$ cat src/rtl/servo_joint_jog_limiter_assert.svh
// Assertion macros for the servo joint jog limiter.
// Used by the top level; expects clk and arst_n in scope.
`ifndef SERVO_JOINT_JOG_LIMITER_ASSERT_SVH
`define SERVO_JOINT_JOG_LIMITER_ASSERT_SVH

`ifndef SYNTHESIS
`define SJJL_ASSERT_NOW(label, ante, cons) \
	label: assert property (@(posedge clk) disable iff (!arst_n) (ante) |-> (cons)) \
		else $error("sjjl assertion failed");
`define SJJL_ASSERT_NEXT(label, ante, cons) \
	label: assert property (@(posedge clk) disable iff (!arst_n) (ante) |=> (cons)) \
		else $error("sjjl assertion failed");
`else
`define SJJL_ASSERT_NOW(label, ante, cons)
`define SJJL_ASSERT_NEXT(label, ante, cons)
`endif

`endif

$ cat src/rtl/sjjl_pkg.sv
// Package for the servo joint jog limiter: types, codes and reset values.
// No dependencies.
`default_nettype none

package sjjl_pkg;

	typedef enum logic [1:0] {
		DIR_NONE = 2'd0,
		DIR_CW   = 2'd1,
		DIR_CCW  = 2'd2
	} dir_t;

	typedef enum logic [2:0] {
		REG_STICK_MODE  = 3'd0,
		REG_POS_IS_CW   = 3'd1,
		REG_DEAD_ZONE   = 3'd2,
		REG_ANGLE_MIN   = 3'd3,
		REG_ANGLE_MAX   = 3'd4,
		REG_STEP_SIZE   = 3'd5,
		REG_START_ANGLE = 3'd6
	} reg_idx_t;

	localparam int unsigned REG_IDX_W = 3;
	localparam int unsigned CFG_DATA_W = 15;

	localparam logic        RST_STICK_MODE  = 1'b0;
	localparam logic        RST_POS_IS_CW   = 1'b1;
	localparam logic [14:0] RST_DEAD_ZONE   = 15'd7500;
	localparam logic [7:0]  RST_ANGLE_MIN   = 8'd0;
	localparam logic [7:0]  RST_ANGLE_MAX   = 8'd180;
	localparam logic [7:0]  RST_STEP_SIZE   = 8'd5;
	localparam logic [7:0]  RST_START_ANGLE = 8'd90;

	typedef struct packed {
		logic        stick_mode;
		logic        positive_is_clockwise;
		logic [14:0] dead_zone;
		logic [7:0]  angle_min;
		logic [7:0]  angle_max;
		logic [7:0]  step_size;
	} cfg_t;

	typedef struct packed {
		logic               action;
		logic signed [15:0] stick_value;
		logic               cw_button;
		logic               ccw_button;
		logic [1:0]         move_direction;
		logic [7:0]         move_angle;
		logic               interlock_ok;
	} cmd_t;

	typedef struct packed {
		logic [7:0] position;
		logic       moved;
		dir_t       direction_taken;
		logic       clamped;
	} rsp_t;

endpackage

`default_nettype wire

$ cat src/rtl/sjjl_if.sv
// Channel interfaces for the servo joint jog limiter: command, result, config.
// Depends on sjjl_pkg for the config field widths.
`default_nettype none

interface sjjl_cmd_if;
	logic               valid;
	logic               ready;
	logic               action;
	logic signed [15:0] stick_value;
	logic               cw_button;
	logic               ccw_button;
	logic [1:0]         move_direction;
	logic [7:0]         move_angle;
	logic               interlock_ok;
	modport source (output valid, action, stick_value, cw_button, ccw_button,
		move_direction, move_angle, interlock_ok, input ready);
	modport sink (input valid, action, stick_value, cw_button, ccw_button,
		move_direction, move_angle, interlock_ok, output ready);
endinterface

interface sjjl_rsp_if;
	logic       valid;
	logic       ready;
	logic [7:0] position;
	logic       moved;
	logic [1:0] direction_taken;
	logic       clamped;
	modport source (output valid, position, moved, direction_taken, clamped,
		input ready);
	modport sink (input valid, position, moved, direction_taken, clamped,
		output ready);
endinterface

interface sjjl_cfg_if;
	logic                             valid;
	logic                             ready;
	logic [sjjl_pkg::REG_IDX_W-1:0]   reg_index;
	logic [sjjl_pkg::CFG_DATA_W-1:0]  wdata;
	modport source (output valid, reg_index, wdata, input ready);
	modport sink (input valid, reg_index, wdata, output ready);
endinterface

`default_nettype wire

$ cat src/rtl/servo_joint_jog_limiter.sv
// Servo joint jog limiter: keeps one joint angle and steps or moves it per command.
// A command is registered in stage 1, and its result in stage 2, which drives rsp.
// Throughput: one command per cycle when rsp is not stalling; each command sees the prior angle.
// Reset: config registers take their defaults, the angle loads 90, both stages empty.
// Depends on sjjl_pkg, sjjl_if, sjjl_step and servo_joint_jog_limiter_assert.svh.
`default_nettype none
`include "servo_joint_jog_limiter_assert.svh"

module servo_joint_jog_limiter (
	input  wire        clk,
	input  wire        arst_n,
	sjjl_cmd_if.sink   cmd,
	sjjl_rsp_if.source rsp,
	sjjl_cfg_if.sink   cfg
);
	import sjjl_pkg::*;

	cfg_t       cfg_q;
	logic [7:0] angle_q;
	logic       v_s1;
	cmd_t       cmd_s1;
	logic       v_s2;
	rsp_t       rsp_s2;
	rsp_t       step_rsp;
	cmd_t       cmd_in;
	logic       adv_s2;
	logic       load_s2;
	logic       cmd_xfer;

	assign cfg.ready = 1'b1;

	always_ff @(posedge clk or negedge arst_n) begin
		if (!arst_n) begin
			cfg_q.stick_mode            <= RST_STICK_MODE;
			cfg_q.positive_is_clockwise <= RST_POS_IS_CW;
			cfg_q.dead_zone             <= RST_DEAD_ZONE;
			cfg_q.angle_min             <= RST_ANGLE_MIN;
			cfg_q.angle_max             <= RST_ANGLE_MAX;
			cfg_q.step_size             <= RST_STEP_SIZE;
		end else if (cfg.valid) begin
			case (reg_idx_t'(cfg.reg_index))
				REG_STICK_MODE: cfg_q.stick_mode <= cfg.wdata[0];
				REG_POS_IS_CW:  cfg_q.positive_is_clockwise <= cfg.wdata[0];
				REG_DEAD_ZONE:  cfg_q.dead_zone <= cfg.wdata;
				REG_ANGLE_MIN:  cfg_q.angle_min <= cfg.wdata[7:0];
				REG_ANGLE_MAX:  cfg_q.angle_max <= cfg.wdata[7:0];
				REG_STEP_SIZE:  cfg_q.step_size <= cfg.wdata[7:0];
				default: begin
				end
			endcase
		end
	end

	assign adv_s2    = !v_s2 || rsp.ready;
	assign load_s2   = v_s1 && adv_s2;
	assign cmd.ready = !v_s1 || adv_s2;
	assign cmd_xfer  = cmd.valid && cmd.ready;

	assign cmd_in.action         = cmd.action;
	assign cmd_in.stick_value    = cmd.stick_value;
	assign cmd_in.cw_button      = cmd.cw_button;
	assign cmd_in.ccw_button     = cmd.ccw_button;
	assign cmd_in.move_direction = cmd.move_direction;
	assign cmd_in.move_angle     = cmd.move_angle;
	assign cmd_in.interlock_ok   = cmd.interlock_ok;

	sjjl_step u_step (
		.cfg   (cfg_q),
		.cmd   (cmd_s1),
		.angle (angle_q),
		.rsp   (step_rsp)
	);

	always_ff @(posedge clk or negedge arst_n) begin
		if (!arst_n) begin
			v_s1    <= 1'b0;
			v_s2    <= 1'b0;
			angle_q <= RST_START_ANGLE;
		end else begin
			if (cmd.ready) begin
				v_s1 <= cmd.valid;
			end
			if (adv_s2) begin
				v_s2 <= v_s1;
			end
			if (load_s2) begin
				angle_q <= step_rsp.position;
			end
		end
	end

	always_ff @(posedge clk) begin
		if (cmd_xfer) begin
			cmd_s1 <= cmd_in;
		end
		if (load_s2) begin
			rsp_s2 <= step_rsp;
		end
	end

	assign rsp.valid           = v_s2;
	assign rsp.position        = rsp_s2.position;
	assign rsp.moved           = rsp_s2.moved;
	assign rsp.direction_taken = rsp_s2.direction_taken;
	assign rsp.clamped         = rsp_s2.clamped;

	`SJJL_ASSERT_NEXT(a_angle_only_on_load, !load_s2, angle_q == $past(angle_q))
	`SJJL_ASSERT_NOW(a_result_matches_angle, v_s2, rsp_s2.position == angle_q)
	`SJJL_ASSERT_NEXT(a_stage1_kept_on_stall, v_s1 && !adv_s2, v_s1 && $stable(cmd_s1))
	`SJJL_ASSERT_NOW(a_moved_needs_dir, v_s2 && rsp_s2.moved, rsp_s2.direction_taken != DIR_NONE)

endmodule

`default_nettype wire

$ cat src/rtl/sjjl_step.sv
// Next-angle logic: direction decode, limit checks and clamping for one item.
// Depends on sjjl_pkg.
`default_nettype none

module sjjl_step (
	input  wire sjjl_pkg::cfg_t cfg,
	input  wire sjjl_pkg::cmd_t cmd,
	input  wire [7:0]           angle,
	output sjjl_pkg::rsp_t      rsp
);
	import sjjl_pkg::*;

	logic        neg;
	logic [16:0] mag;
	dir_t        jog_dir;
	dir_t        dir;
	logic [7:0]  next_angle;
	logic        clamped;
	logic [8:0]  up_sum;
	logic [8:0]  step_floor;
	logic [8:0]  move_sum;
	logic [8:0]  move_floor;

	assign neg = cmd.stick_value[15];
	assign mag = neg ? (17'h10000 - {1'b0, cmd.stick_value}) : {1'b0, cmd.stick_value};

	always_comb begin
		jog_dir = DIR_NONE;
		if (cfg.stick_mode) begin
			if (mag > {2'b00, cfg.dead_zone}) begin
				jog_dir = (neg ^ cfg.positive_is_clockwise) ? DIR_CW : DIR_CCW;
			end
		end else if (cmd.cw_button && !cmd.ccw_button) begin
			jog_dir = DIR_CW;
		end else if (cmd.ccw_button && !cmd.cw_button) begin
			jog_dir = DIR_CCW;
		end
	end

	assign up_sum     = {1'b0, angle} + {1'b0, cfg.step_size};
	assign step_floor = {1'b0, cfg.angle_min} + {1'b0, cfg.step_size};
	assign move_sum   = {1'b0, angle} + {1'b0, cmd.move_angle};
	assign move_floor = {1'b0, cfg.angle_min} + {1'b0, cmd.move_angle};

	always_comb begin
		next_angle = angle;
		clamped    = 1'b0;
		dir        = DIR_NONE;
		if (!cmd.action) begin
			dir = jog_dir;
			case (jog_dir)
				DIR_CW: begin
					if (up_sum > {1'b0, cfg.angle_max} || !cmd.interlock_ok) begin
						clamped = 1'b1;
					end else begin
						next_angle = up_sum[7:0];
					end
				end
				DIR_CCW: begin
					if ({1'b0, angle} < step_floor || !cmd.interlock_ok) begin
						clamped = 1'b1;
					end else begin
						next_angle = angle - cfg.step_size;
					end
				end
				default: begin
				end
			endcase
		end else begin
			case (cmd.move_direction)
				DIR_CW: begin
					dir = DIR_CW;
					if (move_sum < {1'b0, cfg.angle_max}) begin
						next_angle = move_sum[7:0];
					end else begin
						clamped = 1'b1;
						if (angle < cfg.angle_max) begin
							next_angle = cfg.angle_max;
						end
					end
				end
				DIR_CCW: begin
					dir = DIR_CCW;
					if ({1'b0, angle} > move_floor) begin
						next_angle = angle - cmd.move_angle;
					end else begin
						clamped = 1'b1;
						if (angle > cfg.angle_min) begin
							next_angle = cfg.angle_min;
						end
					end
				end
				default: begin
				end
			endcase
		end
	end

	assign rsp.position        = next_angle;
	assign rsp.moved           = (next_angle != angle);
	assign rsp.direction_taken = dir;
	assign rsp.clamped         = clamped;

endmodule

`default_nettype wire

$ cat src/flat_wrapper.sv
// flat-port wrapper written by rule: the top's interface ports become plain ports
module servo_joint_jog_limiter_flat import sjjl_pkg::*;
  (clk, arst_n, cmd_valid, cmd_action, cmd_stick_value, cmd_cw_button, cmd_ccw_button, cmd_move_direction, cmd_move_angle, cmd_interlock_ok, cmd_ready, rsp_valid, rsp_position, rsp_moved, rsp_direction_taken, rsp_clamped, rsp_ready, cfg_valid, cfg_reg_index, cfg_wdata, cfg_ready);
  sjjl_cmd_if cmd_i ();
  sjjl_rsp_if rsp_i ();
  sjjl_cfg_if cfg_i ();
  input  wire clk;
  input  wire arst_n;
  input wire logic [$bits(cmd_i.valid)-1:0] cmd_valid;
  input wire logic [$bits(cmd_i.action)-1:0] cmd_action;
  input wire logic [$bits(cmd_i.stick_value)-1:0] cmd_stick_value;
  input wire logic [$bits(cmd_i.cw_button)-1:0] cmd_cw_button;
  input wire logic [$bits(cmd_i.ccw_button)-1:0] cmd_ccw_button;
  input wire logic [$bits(cmd_i.move_direction)-1:0] cmd_move_direction;
  input wire logic [$bits(cmd_i.move_angle)-1:0] cmd_move_angle;
  input wire logic [$bits(cmd_i.interlock_ok)-1:0] cmd_interlock_ok;
  output wire logic [$bits(cmd_i.ready)-1:0] cmd_ready;
  output wire logic [$bits(rsp_i.valid)-1:0] rsp_valid;
  output wire logic [$bits(rsp_i.position)-1:0] rsp_position;
  output wire logic [$bits(rsp_i.moved)-1:0] rsp_moved;
  output wire logic [$bits(rsp_i.direction_taken)-1:0] rsp_direction_taken;
  output wire logic [$bits(rsp_i.clamped)-1:0] rsp_clamped;
  input wire logic [$bits(rsp_i.ready)-1:0] rsp_ready;
  input wire logic [$bits(cfg_i.valid)-1:0] cfg_valid;
  input wire logic [$bits(cfg_i.reg_index)-1:0] cfg_reg_index;
  input wire logic [$bits(cfg_i.wdata)-1:0] cfg_wdata;
  output wire logic [$bits(cfg_i.ready)-1:0] cfg_ready;
  assign cmd_i.valid = cmd_valid;
  assign cmd_i.action = cmd_action;
  assign cmd_i.stick_value = cmd_stick_value;
  assign cmd_i.cw_button = cmd_cw_button;
  assign cmd_i.ccw_button = cmd_ccw_button;
  assign cmd_i.move_direction = cmd_move_direction;
  assign cmd_i.move_angle = cmd_move_angle;
  assign cmd_i.interlock_ok = cmd_interlock_ok;
  assign cmd_ready = cmd_i.ready;
  assign rsp_valid = rsp_i.valid;
  assign rsp_position = rsp_i.position;
  assign rsp_moved = rsp_i.moved;
  assign rsp_direction_taken = rsp_i.direction_taken;
  assign rsp_clamped = rsp_i.clamped;
  assign rsp_i.ready = rsp_ready;
  assign cfg_i.valid = cfg_valid;
  assign cfg_i.reg_index = cfg_reg_index;
  assign cfg_i.wdata = cfg_wdata;
  assign cfg_ready = cfg_i.ready;
  servo_joint_jog_limiter u_core (.clk(clk), .arst_n(arst_n), .cmd(cmd_i), .rsp(rsp_i), .cfg(cfg_i));
endmodule
$ cat config.mk
export PLATFORM = sky130hd
export DESIGN_NAME = servo_joint_jog_limiter_flat
export DESIGN_NICKNAME = d
export VERILOG_FILES = /design/src/rtl/sjjl_pkg.sv /design/src/rtl/sjjl_if.sv /design/src/rtl/servo_joint_jog_limiter.sv /design/src/rtl/sjjl_step.sv /design/src/flat_wrapper.sv
export VERILOG_INCLUDE_DIRS = /design/src /design/src/rtl
export SDC_FILE = /design/constraint.sdc
export NUM_CORES = 1
export LEC_CHECK = 0
export BUFFER_PORTS_ARGS = -buffer_cell sky130_fd_sc_hd__buf_2
export CORE_MARGIN = 2
export CORE_UTILIZATION = 62
export CTS_CLUSTER_DIAMETER = 100
export DETAILED_ROUTE_END_ITERATION = 8
export HOLD_SLACK_MARGIN = 0.08
export PLACE_DENSITY = 0.83
export SYNTH_ARGS = -nofsm -noshare
export SYNTH_HDL_FRONTEND = slang
export SYNTH_SLANG_ARGS = --single-unit
$ cat constraint.sdc
create_clock -name clk -period 7.2 [get_ports clk]
set_input_delay 1.08 -clock clk [delete_from_list [all_inputs] [get_ports clk]]
set_output_delay 1.08 -clock clk [all_outputs]
set_load 0.1 [all_outputs]
# After elaboration in Yosys (flattened, before gate mapping)
# Index checks and enable logic that the tools add are counted.
# op_classes
n_eq_ne	10
n_bitwise	1
n_mux	24
n_reduce_logical	20
n_lt_le_gt_ge	7
n_addsub	7
# ops
cell	count
$mux W8	7
$add A8 B8 Y9	4
$pmux W8 S2	2
$gt A17 B15 Y1	1
$mux W17	1
$sub A17 B16 Y17 const A	1
$sub A8 B8 Y8	2
$mux W2	6
$reduce_and A2 Y1	6
$gt A8 B9 Y1	1
$gt A9 B8 Y1	1
$lt A8 B9 Y1	1
$lt A9 B8 Y1	1
$gt A8 B8 Y1	1
$lt A8 B8 Y1	1
$ne A8 B8 Y1	1
$eq A3 B2 Y1 const B	2
$eq A3 B3 Y1 const B	2
$logic_not A1 Y1	5
$mux W1	5
$eq A2 B1 Y1 const B	2
$eq A2 B2 Y1 const B	2
$logic_and A1 B1 Y1	4
$logic_or A1 B1 Y1	4
5 further kinds	6
# totals
register_bits	93
out_inout_bits	15

# Logic depth before layout (Yosys ltp)
# depth
depth_word	9
mapped_depth	26
ltp_nobuf	26

# Hierarchy
# A second synthesis with hierarchy kept.
# unflattened
cells_unflattened	882
area_unflattened_um2	8523.2
# by_module_without_submodules
mod	seq_area_each_um2	n_inst	cells_each	area_per_inst_um2
sjjl_step	0.0	1	721	5223.8
servo_joint_jog_limiter	2560.0	1	161	3299.4

# Least setup slack after synthesis
# OpenSTA, ideal clock, no wires.
# synth_timing
kind	flip-flop to flip-flop
start	register u_core.cmd_s1[13] (netlist bit)
end	register u_core.rsp_s2 (netlist bit u_core.rsp.moved) (data pin)
setup_ns	0.272
arrival_time_ns	5.545
slack_ns	1.383
required_time_ns	6.928
stages_incl_launch_ff	22
synth_period_minus_slack_ns	5.817
path_buffers	0
path_cell_list	edfxtp_1 inv_1 ha_1 nand2_1 or3_1 or4_1 o41ai_1 xnor2_1 ha_1 nand4_1 or4_1 a32oi_1 o21ai_0 a31o_2 ha_1 or2_2 nor3_1 nor2_1 or4b_4 xnor2_1 o2111ai_1 or4_1
# synth_lines
element	line_no	source
from (decl)	servo_joint_jog_limiter.sv:21	cmd_t cmd_s1;
from (signal assigned)	servo_joint_jog_limiter.sv:94	cmd_s1 <= cmd_in;
to (signal assigned)	servo_joint_jog_limiter.sv:97	rsp_s2 <= step_rsp;
to (decl)	servo_joint_jog_limiter.sv:23	rsp_t rsp_s2;

==> key figures <==
Global routing
  • Vias in the first global route: between 6000 and 7000
  • Remaining global-route overflow: 0
  • Overall routing resource usage: 29.7%
  • Initial antenna violation count: 0
  • Pin count of the biggest net entering global routing: 52
  • First-pass GRT wire length: around 32000 um

Cells and area
  • Final nets: around 1100
  • Post-route insts no fill: ~1100
  • Ant diodes: 0
  • Most used cells in the layout excluding fill and tap cells: sky130_fd_sc_hd__ha_1, sky130_fd_sc_hd__inv_1, sky130_fd_sc_hd__nand2_1
  • Share of cells above drive strength 1: ~17%
  • Layout Area Growth over Synthesis: 9.28%
  • Most common cell after layout, fill and taps aside: sky130_fd_sc_hd__ha_1

Clocking
  • Number of buffers on the longest clock path: 2
  • Clock root cell: sky130_fd_sc_hd__clkbuf_16
  • Post-CTS clock slew at the launch and capture registers of the worst setup and hold paths: about 0.06 ns
  • Resize count post-CTS: 0
  • Clk Latency, worst-skew pair: around 0.36 ns
  • Number of setup buffers added after CTS: 0
  • Hold buffer count at cts: 0
  • Num Clock Sinks: a little over 90
  • H-Tree Depth: 3
  • Number of CTS-inserted buffers: 9
  • TritonCTS clock tree: done

Yosys
  • Number of storage elements in the synthesis netlist: 93
  • Yosys warnings: 0
  • Syn nets: a little over 1000
  • Library cells used by synthesis: 69
  • Post-synth EDFFs: 42
  • Mean instance size in the synthesized netlist: 9.47 sq um
  • Netlist area before placement: about 8000 sq um
  • Ys flop type: sky130_fd_sc_hd__edfxtp_1
  • Sequential share of the synthesized area: roughly a third
  • Number of cells produced by synthesis: roughly 850
  • Fraction of registers with async set/reset: about 55%

Die
  • Core Box Area: about 13000 sq um
  • Std cell rows: a little over 40
  • Die W: 118 um
  • Number of top-level pins: 68
  • Starting density of the core: between 60% and 70%
  • Chip height: between 100 and 150 um
  • Floorplan die area: 13800 sq um

Worst hold path
  • Type of the most critical hold path: flip-flop to flip-flop
  • Depth of the worst hold-timing path: 2

Timing
  • Post-route clock period utilization: between 90% and 100%
  • Worst Clk Skew: about 0.0075 ns
  • Min Tclk post-route: 6.51 ns
  • Highest Clock Rate: 154 MHz
  • Worst Tran Pin Value: 1.01 ns
  • Total negative setup slack: 0 ns
  • Headroom to the max-slew limit: 32.5%
  • RSZ-0062 raised after global routing: no
  • Number of max-slew violations in the final report: 0
  • Final hold violation count: 0
  • # setup viols final: 0

Route
  • Sum of routed wire length over all layers: between 20000 and 25000 um
  • First-pass detailed-route iteration total: 6
  • Vias: roughly 6700
  • Final antenna-violating net count: 0
  • Average routed wire per standard cell: between 15 and 20 um
  • Starting DRT DRC Count: roughly 520
  • Number of vias per cell: just over 6
  • Remaining DRCs: 0

Setup path
  • Maximum fanout encountered on the critical timing path: 6
  • Number of cells on the worst reg-to-reg path: 21
  • Worst path slowest cell: sky130_fd_sc_hd__or4_1
  • Delay of the slowest cell on the worst path: 0.57 ns
  • Path length in cells of the critical path: 21
  • Worst endpoint data arrival time: roughly 6.6 ns
  • Data required time of the worst path: between 7 and 8 ns
  • Worst path cell trace: inv_1, ha_1, nand2_1, or3_1, or4_1, o41ai_1, xnor2_1, ha_1, nand4_1, or4_1, a32oi_1, o21ai_0, a31o_2, ha_1, or2_2, nor3_1, nor2_1, or4b_4, xnor2_1, o2111ai_1, or4_1
  • Worst setup SP type: flip-flop
  • Crit Path Class: flip-flop to flip-flop
  • Crit-path leading delay family: simple AND/OR/NAND/NOR gates
  • Bufs and invs on worst path: 1
  • Nature of the critical path endpoint: flip-flop

Place
  • Global placement routability congestion: around 1
  • Post-DP HPWL: 15400 um
  • Cells after DPL: about 1100
  • Number of buffers inserted by port buffering: between 60 and 70

Pwr
  • Leakage: around 4 nW
  • Max VDD drop: ~0.0002 V
  • Power per cell area: between 400 and 500 nW/um^2

Outcome
  • Result of the run: complete, no violations

Flow run
  • Count of max-cap constraint violations: 0
==> worst paths after layout <==
check | end | from | slack [ns]
setup reg to reg | u_core.rsp.moved | u_core.cmd_s1[13] | 0.69
setup / recovery | u_core.rsp.moved | u_core.cmd_s1[13] | 0.69
hold reg to reg | u_core.cfg_q[30] | u_core.cfg_q[30] | 0.51
min in group asynchronous | u_core.angle_q[5] | arst_n | 0.83
max in group asynchronous | u_core.cfg_q[21] | arst_n | 5.89
hold / removal | u_core.cfg_q[30] | u_core.cfg_q[30] | 0.51
==> worst reg2reg max path: stages, from the launching register on <==
cell                        delay (ns)
sky130_fd_sc_hd__edfxtp_1         0.40
sky130_fd_sc_hd__inv_1            0.10
sky130_fd_sc_hd__ha_1             0.16
sky130_fd_sc_hd__nand2_1          0.07
sky130_fd_sc_hd__or3_1            0.35
sky130_fd_sc_hd__or4_1            0.46
sky130_fd_sc_hd__o41ai_1          0.34
sky130_fd_sc_hd__xnor2_1          0.14
sky130_fd_sc_hd__ha_1             0.32
sky130_fd_sc_hd__nand4_1          0.13
sky130_fd_sc_hd__or4_1            0.57
sky130_fd_sc_hd__a32oi_1          0.17
sky130_fd_sc_hd__o21ai_0          0.21
sky130_fd_sc_hd__a31o_2           0.33
sky130_fd_sc_hd__ha_1             0.36
sky130_fd_sc_hd__or2_2            0.34
sky130_fd_sc_hd__nor3_1           0.33
sky130_fd_sc_hd__nor2_1           0.09
sky130_fd_sc_hd__or4b_4           0.57
sky130_fd_sc_hd__xnor2_1          0.15
sky130_fd_sc_hd__o2111ai_1        0.13
sky130_fd_sc_hd__or4_1            0.52
==> synthesized netlist by cell type (all sizes together) (18+ instances only) <==
library cell | count | share of area [%]
ha | 111 | 17
inv | 73 | 3.4
nand2 | 67 | 3.1
a21oi | 47 | 2.9
o21ai | 45 | 2.8
edfxtp | 42 | 16
nor2 | 40 | 1.9
mux2 | 38 | 5.3
xnor2 | 36 | 3.9
dfrtp | 33 | 10
clkbuf | 19 | 0.89
dfstp | 18 | 5.9
nand2b | 18 | 1.4
==> report_power, final <==
part / internal, mW / switching [mW]
combinational: 0.898 / 1.30
sequential: 0.685 / 0.182
clock: 0.235 / 0.213
total: 1.82 / 1.70
==> state kept, by name, summed over array words and instances, names as in the netlist <==
register,flops
u_core.rsp.moved,1
u_core.cfg_q,41
u_core.rsp.direction_taken,2
u_core.rsp.clamped,1
u_core.rsp.position,8
u_core.rsp.valid,1
u_core.cmd_s1,30
u_core.v_s1,1
u_core.angle_q,8
==> layer usage <==
layer	vias to the layer above	share of wire [%]	wire (um)	track usage, %
met1	3194	42	8590	38.4
met2	279	48	9650	49.9
met4	0	3.2	654	13.7
met5	-	0	0	0
met3	51	7.0	1410	3.68
li1	3199	-	-	-
==> metrics by stage <==
stage	utilization (%)	total power [mW]	setup slack, ns	hold slack, ns	instance area (sq um)
6_report	69.4	3.52	0.690	0.505	8760
5_1_grt	69.4	3.76	0.153	0.538	8760
4_1_cts	69.4	3.47	0.689	0.501	8760
3_5_place_dp	67.3	3.00	0.749	0.489	8490
3_3_place_gp	67.3	2.94	0.955	0.484	8490
2_1_floorplan	-	2.50	1.38	0.457	8010
==> layout make-up <==
type                            instances  area (sq um)
Clock buffer                           11           233
Sequential cell                        93          2560
Fill cell                            1038          3860
Multi-Input combinational cell        651          5060
Timing Repair Buffer                   72           375
Inverter                               74           278
Clock inverter                          5          36.3
Tap cell                              172           215
==> cell families after synthesis <==
logic type / synth area share [%]
compound gates: 18.4
simple gates: 13.4
fa+ha+maj: 18.8
buf+inv: 4.98
flops: 31.9
mux: 6.96
xor+xnor: 5.36
other cells: 0.0468
Note: power is estimated with default switching activity, not from simulation.
